--- src/rtl/dct_ram.sv ---
`timescale 1ns / 1ps
// ----------------------------------------------------------------------------
// dct_ram
// Generic simple dual-port RAM, one write and one registered read port.
// ----------------------------------------------------------------------------
module dct_ram #(
  parameter int WIDTH = 8,
  parameter int DEPTH = 16,
  parameter int AW    = (DEPTH > 1) ? $clog2(DEPTH) : 1
) (
  input  logic             clk,
  input  logic             wr_en,
  input  logic [AW-1:0]    wr_addr,
  input  logic [WIDTH-1:0] wr_data,
  input  logic [AW-1:0]    rd_addr,
  output logic [WIDTH-1:0] rd_data
);

  logic [WIDTH-1:0] mem [DEPTH];

  always_ff @(posedge clk) begin
    if (wr_en) begin
      mem[wr_addr] <= wr_data;
    end
    rd_data <= mem[rd_addr];
  end

endmodule

--- config.mk ---
export PLATFORM = sky130hd
export DESIGN_NAME = dct_ram
export DESIGN_NICKNAME = d
export VERILOG_FILES = /design/src/rtl/dct_ram.sv
export SDC_FILE = /design/constraint.sdc
export NUM_CORES = 1
export LEC_CHECK = 0
export BUFFER_PORTS_ARGS = -buffer_cell sky130_fd_sc_hd__buf_2
export CORE_UTILIZATION = 50
export DETAILED_ROUTE_END_ITERATION = 10
export PLACE_DENSITY = 0.67
export RECOVER_POWER = 100
export SLEW_MARGIN = 0
export SYNTH_ARGS = -nofsm -noshare
export SYNTH_HDL_FRONTEND = slang
export SYNTH_SLANG_ARGS = --single-unit
--- constraint.sdc ---
create_clock -name clk -period 3.05 [get_ports clk]
set_input_delay 0.915 -clock clk [delete_from_list [all_inputs] [get_ports clk]]
set_output_delay 0.915 -clock clk [all_outputs]
set_load 0.005 [all_outputs]
## Yosys cells after proc, flatten, opt, wreduce, memory -nomap -nowiden

Memory sizes are Yosys's and may differ from the RTL's. A register that Yosys moved wholly into a read port is not among the register bits.
Cells that the tools add are included.

| storage, ports and cells | value |
|---|---|
| bits in writable memories | 128 |
| logic and storage cells | 3 |
| memories | 1 |
| input bits | 18 |
| register bits | 0 |
| output and inout port bits | 8 |

Memory list:

| memory | words | bits a word | rd ports | clocked after memory_dff | write ports | line | text |
|---|---|---|---|---|---|---|---|
| mem | 16 | 8 | 1 | 1 | 1 | 19 | `logic [WIDTH-1:0] mem [DEPTH];` |

| operators by class | value |
|---|---|
| muxes and demuxes | 2 |

Operator list:

| operator | number |
|---|---|
| two-way mux 1 bit | 2 |

## Logic depth before layout (Yosys ltp)

| depth | value |
|---|---|
| word-level depth | 2 |
| depth in mapped cells | 5 |
| gate-level depth less buffers | 3 |

## Least setup slack after synthesis

Ideal clock, no wire load.

| path | value |
|---|---|
| kind | input port to flip-flop |
| start | input port wr_addr[2] |
| end | memory mem[0][0] (enable) |
| slack | 642 ps |
| cell stages on the path | 2 |
| arrival | 2025 ps |
| setup time | 383 ps |
| data required time | 2667 ps |
| path buffers | 0 |
| cell sequence | or3b_2 nor3_1 |

RTL lines:

| what | line | text |
|---|---|---|
| start, declared | 13 | `input logic [AW-1:0] wr_addr,` |
| end, declared | 19 |  |

Straight into the memory's write port.

## Worst setup path in the final report

| path | value |
|---|---|
| start | input port wr_addr[2] |
| end | memory mem[0][6] (enable) |

Straight into the memory's write port.

==> impl_metrics.yaml <==
sta:
  period_minus_slack_ps: 2077
  fin_skew_ps: 6.222
  whs_ps: 674.9
  slew_violations: 0
  fin_crit_sh_pct: 68.08
  worst_slew_pin_slew_ps: 849.7
  finalSetupViolCount: 0
  timing.fmax_ghz: 0.4816
  setup_tns_ps: 0
  rsz0062_at_grt: "false"
  finalHoldViolCount: 0
  maxSlewHeadroom_pct: 43.15
critical_path:
  startpoint_type: "primary input"
  reg2reg_depth: 3
  required_ps: 3210
  cp_data_arrival_time_ps: 2230
  crit_type: "in2reg"
  timing.rr.start: "mem[4][7]$_DFFE_PP_"
  rrSetupSlack_ps: 1700
  timing.rr.end: "rd_data[7]$_DFF_P_"
  end_kind: "flip-flop"
  cp_max_fo: 8
yosys:
  synthAdderAreaFrac_pct: 0
  synth_simple_gate_area_share_pct: 3.184
  synth_most_common_cell: "edfxtp_1"
  synth_xor_area_share_pct: 0
  synth_area_leader_cell: "edfxtp_1"
  syn_avg_cell_area_sq_um: 22.48
  synthDistinctLibCells: 19
  syn-num-nets: 247
  synthCells: 229
  seq_area_frac_synth_pct: 77.78
  netlist_area_sq_um: 5147
  synth_top_family_by_area: "multiplexers"
  synth.top_cell.area_share_pct: 74.67
  synth_edf_count: 128
  synth-seq-cells: 136
  synth_compound_area_share_pct: 2.333
  ys_top_cells_by_count: "edfxtp_1, mux4_2, a22oi_1, mux4_1, nor2_1"
  synth_area_leaders: "edfxtp_1, mux4_2, mux4_1"
  async_flop_share_pct: 0
  ys_warn_count: 0
  synthFlopType: "edfxtp_1"
  synth_mux_area_share_pct: 15.02
cts:
  cts_resized: 0
  insertion_delay_ps: 520
  clockBufferDepth: 2
  root_buffer: "clkbuf_8"
  htreeDepth: 4
  postCtsSetupRepairBufs: 0
  numCtsBuffers: 17
  cts_tree: "yes"
  hold_buffers: 0
  clock-sinks: 136
  cts.clk_slew.worst_paths_ps: 60
floorplan:
  fp-row-count: 36
  core_sq_um: 9864
  num_io_pins: 26
  die_area_sq_um: 10710
  start_util_pct: 52.18
  fp.dieW_microns: 103.5
  die_h_microns: 103.5
hold_path:
  min_path_type: "reg2reg"
  hold_depth: 3
  whs_endpoint: "rd_data[7]$_DFF_P_"
  min_from: "mem[14][7]$_DFFE_PP_"
global_route:
  grt_max_degree: 33
  grt_use_total_pct: 21.38
  antenna_found_initial: 0
  overflow: 0
  grt_pass1_vias: 2419
  grt_pass1_wl_microns: 14800
job:
  max_cap_violations: 0
cells_and_area:
  fill_cells: 702
  nNetsFinal: 300
  diodes: 0
  drive_gt1_share_pct: 18.98
  fin_util_pct: 61.01
  syn_to_final_growth_pct: 16.92
detailed_routing:
  drc: 0
  drt_iter0_drc: 127
  wl_per_cell_microns: 23.41
  final_antenna_net_count: 0
  via_per_inst: 5.694
  vias: 2437
  drt_wl_total_microns: 10020
  first_pass_iters: 4
status:
  status: "complete, no violations"
power:
  powerDensity_nw_per_um2: 719.7
  power.leakage_nw: 1.962
  ir_worst_vdd_uv: 394.2
placed_design:
  gp_congestion: 0.7595
  portBuffers: 25
  dpl.hpwl_microns: 6018
[metal layers]
layer | vias to the layer above | global-route usage (%) | wire length, microns
met3 | 6 | 7.863 | 829
li1 | 1076 | - | -
met4 | 0 | 6.826 | 84
met1 | 1254 | 29.86 | 4312
met2 | 101 | 31.64 | 4791
met5 | - | 0 | 0
[report_power, final]
| part | internal [W] | switching (W) | leakage (nW) |
|---|---|---|---|
| Clock | 0.00132 | 0.000731 | 0.292 |
| Sequential | 0.00209 | 0.0000130 | 1.22 |
| Combinational | 0.0000730 | 0.000107 | 0.447 |
[how the worst max path moves through the flow]
| stage | to | start | slack (ps) |
|---|---|---|---|
| after floorplan | mem[0][0]$_DFFE_PP_ | wr_addr[2] | 640 |
| after global placement | rd_data[3]$_DFF_P_ | rd_addr[0] | 670 |
| after detailed placement | rd_data[1]$_DFF_P_ | rd_addr[0] | 670 |
| after CTS | rd_data[2] | rd_data[2]$_DFF_P_ | 1090 |
| after global routing | mem[0][2]$_DFFE_PP_ | wr_addr[2] | 940 |
| final | mem[0][6]$_DFFE_PP_ | wr_addr[2] | 970 |
[layout by cell type, fill, tap and decap left out, types with 2 or more instances in the layout]
master	instances
buf_2	5
bufinv_16	4
clkinv_2	5
nor2_1	13
a22oi_1	16
clkinv_4	2
nor3_1	4
edfxtp_1	128
clkbuf_1	38
clkinvlp_4	2
nand2_1	9
clkbuf_16	16
nand2b_1	2
mux4_1	14
nand3b_1	2
dfxtp_1	8
mux4_2	18
[critical path, stage by stage]
cell and delay (ps):
clkbuf_1 100, or3b_2 520, nor3_1 170, clkbuf_1 520
[kinds of logic after synthesis]
logic type / after synthesis
muxes: 32
buffers and inverters: 10
AOI/OAI and AO/OA: 16
DFF: 136
and+or+nand+nor: 35
[flip-flops by register name, summed over array words and instances, names as in the netlist]
name and cells:
rd_data 8, mem 128
[per-stage QoR]
step | total power, W | setup WS (ps) | instances | instance area [sq um]
after floorplan | 0.002244 | 642.1 | 229 | 5147
after CTS | 0.004375 | 1085 | 428 | 6107
after global routing | 0.004468 | 943.3 | 428 | 6018
after detailed placement | 0.002334 | 674.7 | 396 | 5508
after global placement | 0.002328 | 672.9 | 396 | 5508
final | 0.004332 | 973.5 | 428 | 6018
[cell type report]
type,count,area (sq um),share of cell area (%)
repair buffers,44,191.4,3.181
multi-input cells,83,1057,17.57
well taps,133,166.4,2.765
clock buffers,18,417.9,6.944
clock inverters,14,181.4,3.015
flip-flops and latches,136,4004,66.53
No activity file was read; power rests on OpenSTA's default activity.
