--- src/rtl/dct_ovl.sv ---
`timescale 1ns / 1ps
// ----------------------------------------------------------------------------
// dct_ovl
// Shared box overlap unit: spans, then products, then 4*inter > areaA+areaB.
// ----------------------------------------------------------------------------
module dct_ovl #(
  parameter int CB = 12
) (
  input  logic          clk,
  input  logic [4*CB-1:0] box_a,   // x, y, w, h from low bits up
  input  logic [4*CB-1:0] box_b,
  output logic          hit
);

  localparam int EW = CB + 1;

  logic [CB-1:0] ax, ay, aw, ah, bx, by, bw, bh;
  logic [EW-1:0] sx, sy;
  logic [EW-1:0] sx_r, sy_r;
  logic [CB-1:0] aw_r, ah_r, bw_r, bh_r;
  logic [2*EW-1:0] inter_r;
  logic [2*CB-1:0] area_a_r, area_b_r;

  assign {ah, aw, ay, ax} = box_a;
  assign {bh, bw, by, bx} = box_b;

  function automatic logic [EW-1:0] span(input logic [CB-1:0] a0, input logic [CB-1:0] al,
                                         input logic [CB-1:0] b0, input logic [CB-1:0] bl);
    logic [EW-1:0] lo, ae, be, hi;
    lo = (a0 > b0) ? {1'b0, a0} : {1'b0, b0};
    ae = {1'b0, a0} + {1'b0, al};
    be = {1'b0, b0} + {1'b0, bl};
    hi = (ae < be) ? ae : be;
    return (hi > lo) ? hi - lo : '0;
  endfunction

  assign sx = span(ax, aw, bx, bw);
  assign sy = span(ay, ah, by, bh);

  always_ff @(posedge clk) begin
    sx_r <= sx;
    sy_r <= sy;
    aw_r <= aw;
    ah_r <= ah;
    bw_r <= bw;
    bh_r <= bh;
    inter_r  <= sx_r * sy_r;
    area_a_r <= aw_r * ah_r;
    area_b_r <= bw_r * bh_r;
  end

  assign hit = ({inter_r, 2'b00} > ((2*EW+2)'(area_a_r) + (2*EW+2)'(area_b_r)));

endmodule

--- config.mk ---
export PLATFORM = sky130hd
export DESIGN_NAME = dct_ovl
export DESIGN_NICKNAME = d
export VERILOG_FILES = /design/src/rtl/dct_ovl.sv
export SDC_FILE = /design/constraint.sdc
export NUM_CORES = 1
export LEC_CHECK = 0
export BUFFER_PORTS_ARGS = -buffer_cell sky130_fd_sc_hd__buf_2
export CORE_ASPECT_RATIO = 0.9
export CORE_MARGIN = 2
export CORE_UTILIZATION = 50
export DETAILED_ROUTE_END_ITERATION = 10
export PLACE_DENSITY = 0.71
export SETUP_SLACK_MARGIN = 0.15
export SYNTH_ARGS = -nofsm -noshare
export SYNTH_HDL_FRONTEND = slang
export SYNTH_SLANG_ARGS = --single-unit
--- constraint.sdc ---
create_clock -name clk -period 9.74 [get_ports clk]
set_clock_uncertainty 0.2 [all_clocks]
set_input_delay 0.487 -clock clk [delete_from_list [all_inputs] [get_ports clk]]
set_output_delay 0.487 -clock clk [all_outputs]
set_load 0.005 [all_outputs]
# After elaboration in Yosys (flattened, before gate mapping)
# Cells that the tools add are included.
totals:
  in_bits: 97
  regBits: 148
  wordCells: 30
op_classes:
  magnitude_cmp: 7
  add_sub_neg: 7
  mux: 4
  n_mul: 3
op_table:
  columns: ["operator", "n"]
  rows:
  - ["$add 12x12->13", 4]
  - ["$mul 12x12->24", 2]
  - ["$gt 28x25->1", 1]
  - ["$gt 13x12->1", 2]
  - ["$lt 13x13->1", 2]
  - ["$mul 13x13->26", 1]
  - ["$mux 13", 2]
  - ["$sub 13x12->13", 2]
  - ["$add 24x24->25", 1]
  - ["$gt 12x12->1", 2]
  - ["$mux 12", 2]

# Longest topological paths before layout
depth:
  depth_word: 4
  depth_mapped: 33
  mapped_depth_nobuf: 32

# Worst setup path after synthesis
# No wires, ideal clock.
synth_path:
  path_type: "input port to flip-flop"
  from: "input port box_a[12]"
  to: "register sy_r[11]"
  path_slack_ps: 3507
  n_path_buf: 1
  arrival_ps: 5894
  setup_time_ps: 139
  stages: 27
  cell_sequence: "ha_1 > inv_1 > fa_1 > nor2b_1 > o21ai_0 > a21boi_0 > or2_2 > o211ai_1 > nand2b_1 > xnor2_1 > ha_1 > or4_1 > a221oi_1 > a21bo_2 > maj3_2 > a21oi_4 > mux2i_1 > ha_1 > nor2b_1 > o21ai_0 > a21boi_0 > o21ai_0 > a2111oi_0 > a221o_1 > o31ai_1 > clkbuf_1 > a22oi_1"
synth_via:
  elab_chain_cells: 4
  elab_cells_between_ends: 7
synth_rtl:
  columns: ["item", "line", "text"]
  rows:
  - ["start: declaration", "10", "input logic [4*CB-1:0] box_a,"]
  - ["$add 12x12->13", "31", "ae = {1'b0, a0} + {1'b0, al};"]
  - ["$lt 13x13->1", "33", "hi = (ae < be) ? ae : be;"]
  - ["$mux 13", "33", null]
  - ["$sub 13x12->13 / $gt 13x12->1 (equally long branches)", "34", "return (hi > lo) ? hi - lo : '0;"]
  - ["end signal: assignment", "42", "sy_r <= sy;"]
  - ["end: declaration", "19", "logic [EW-1:0] sx_r, sy_r;"]
# Several ways; a longest one is shown, not always the timed one.
# A chain may end at the register's enable or synchronous reset.

# Worst setup path in the final report
layout_path:
  from: "input port box_a[24]"
  to: "register sx_r[3]"
layout_via:
  elab_chain_cells: 4
  elab_cells_between_ends: 5
layout_rtl:
  columns: ["item", "line", "text"]
  rows:
  - ["$add 12x12->13 (*)", "31", null]
  - ["$lt 13x13->1", "33", null]
  - ["$mux 13 (*)", "33", null]
  - ["$sub 13x12->13 / $gt 13x12->1 (equally long branches)", "34", null]
  - ["end signal: assignment", "41", "sx_r <= sx;"]
  - ["end: declaration", "19", null]
# Every way passes the cells marked *; elsewhere a longest branch is shown, timed or not.

==> metrics.txt <==
outcome finished clean; post-CTS sizing 0; final setup vio count 0; htree depth 4; Top Usage Layer GRT met2; Ports 98; Post-synth top flop dfxtp_1; DRC Markers 0; Min Clock Period, post-route 7.48 ns; Bufs on Longest Clock Path 2; share of cells above drive strength 1 0.0565; Final nets 3656; maxcap violations 0; Post-synth EDFFs 0; Starting Density 0.506; vias in the first global route 19878; Initial DRC Count 1153; height of the die 213 µm; core area 47800 µm²; met1 Use GR 0.325; most used cell, CP a21oi_1; drt pass-1 iters 5; Setup TNS 0 ns; Total Wirelength 60900 µm; Critical Path Start Type input pin; placed wire-length estimate 51400 µm; final count of hold timing violations 0; syn nets 3574; hold_sp box_b[42]; area growth from synthesis to layout 8.28%; clock insertion delay at the later pin of the skew report 0.48 ns; routed via count 19009; fin area 26200 µm²; first-pass GRT wire length 100000 µm; TritonCTS Sinks 148; Rows 76; gr ovfl total 0; die area 50200 µm²; WHS 0.0418 ns; GP Congestion 0.934; die width 236 µm; RSZ-0062 raised after global routing no; CTS tree built; Gate Count Post-Synth 2789; hold_buf cts 47; #FFs+latches synth 148; Final Cycle Share 0.768; Synth cell types 63; initial antenna violation count 0; CP max-delay cell a21oi_1; PortBufs 97; RR Startpoint sx_r[0]$_SDFF_PP0_; area of the mapped netlist 24200 µm²; Num CTS Buffers 17; Crit path required time 9.83 ns; Root Driver clkbuf_16; max-slew violations 0; Setup crit end kind flip-flop; Async SR Flop Fraction 0; Fmax 134 MHz; crit path DAT 7.57 ns; total track usage 0.253; final antenna-violating net count 0; DR WL/cell 17.4 µm; Setup CP Type in2reg; Setup Buffers After CTS 0; vias per cell 5.42; Yosys warnings 0; met2 Use GR 0.424; Worst Max-Slew Pin Slew 1.20 ns; Antenna Cells 0; mean cell area of the mapped netlist 8.69 µm²; largest net degree at the start of global routing 24; Hold WC Path Type in2reg; crit-path max cell delay 0.66 ns; sequential area share after synthesis 0.122; Crit Path Max Fanout 13; met3 Track Usage GR 0.0407; Slew Limit Headroom 0.174; Worst-path clk slew 0.06 ns; Placed Area 25200 µm²; crit path launch box_a[24]
through the flow:
stage / utilization / instances / worst slack (ns)
floorplan: - / 2789 / 3.51
CTS: 0.548 / 3508 / 2.37
finish: 0.548 / 3508 / 2.26
detailed placement: 0.527 / 3429 / 2.42
global route: 0.548 / 3508 / 1.76
global placement: 0.527 / 3429 / 2.67
layout by cell type, fill, tap and decap left out, types with 39 or more instances in the layout:
cell type      Yosys  layout
dlygate4sd3_1      0      47
ha_1             360     360
o21ai_0           65      65
a21oi_1          143     143
nand2_1          324     324
and2_1           189     189
xor2_1            39      39
inv_1            537     537
fa_1             328     328
nor2_1            67      67
a21o_1            70      70
xnor2_1           88      88
buf_2              3      97
dfxtp_1          148     148
per-layer routing:
| metal | part of all wire | wire length (µm) | vias up |
|---|---|---|---|
| met5 | 0 | 0 | - |
| met4 | 0.042 | 2570 | 0 |
| met3 | 0.059 | 3610 | 118 |
| met2 | 0.46 | 28000 | 597 |
| met1 | 0.44 | 26700 | 9265 |
| li1 | - | - | 9029 |
synth_stat cells (4+ instances only):
library cell	count	area, µm²
a31o_2	5	43.8
o21bai_1	17	128
a211oi_1	8	60.1
o21ai_0	65	325
o211ai_1	6	45.0
fa_1	328	6570
dfxtp_1	148	2960
nand4_1	17	106
xor2_1	39	342
a31oi_1	4	25.0
inv_1	537	2020
mux2i_1	34	340
o21a_1	13	97.6
nor2b_1	26	163
clkbuf_1	80	300
a21o_1	70	526
and3_1	17	106
or4_1	5	37.5
and2_1	189	1180
a21boi_0	6	45.0
mux2_2	9	101
nor2_1	67	251
a211o_1	11	96.3
o41ai_1	4	35.0
nand2b_1	30	188
a2111oi_0	5	43.8
ha_1	360	4500
or3_1	8	50.1
a21oi_1	143	716
a221oi_1	6	52.6
nand3_1	32	160
xnor2_1	88	771
or2_2	10	62.6
nor3_1	30	150
nand2_1	324	1220
cell type report:
| class | count | area (µm²) |
|---|---|---|
| fill | 4247 | 21600 |
| clock buffer | 21 | 460 |
| tap | 624 | 781 |
| timing repair buffer | 148 | 986 |
| multi-input combinational | 2019 | 18900 |
| inverter | 537 | 2020 |
| clock inverter | 11 | 103 |
| sequential | 148 | 2960 |
cell families after synthesis:
group / count (synthesis) / synth area share
simple gates: 769 / 0.156
fa+ha+maj: 689 / 0.457
buf+inv: 622 / 0.0965
compound gates: 391 / 0.103
flops: 148 / 0.122
xor+xnor: 127 / 0.0459
mux: 43 / 0.0182
final timing paths:
kind	endpoint	slack, ns	depth (start not counted)
max	sx_r[3]$_SDFF_PP0_	2.26	29
min	bh_r[6]$_DFF_P_	0.04	1
max reg2reg	inter_r[25]$_DFF_P_	3.39	19
min reg2reg	area_a_r[0]$_DFF_P_	0.53	1
sequential cells by signal, indices dropped and copies added, names as in the netlist:
register and cells:
area_a_r 24, bw_r 12, bh_r 12, inter_r 26, ah_r 12, sy_r 13, aw_r 12, sx_r 13
area_b_r 24
worst max-delay path, delay by kind of cell:
kind	cells	cell delay [ns]
simple gates	5	1.31
compound gates	15	3.73
fa+ha+maj	4	1.07
buf+inv	4	0.77
xor+xnor	1	0.20
Power is left out: the tool's default activity adds up to more than one toggle a clock period on the data nets, which glitch-free logic cannot reach.
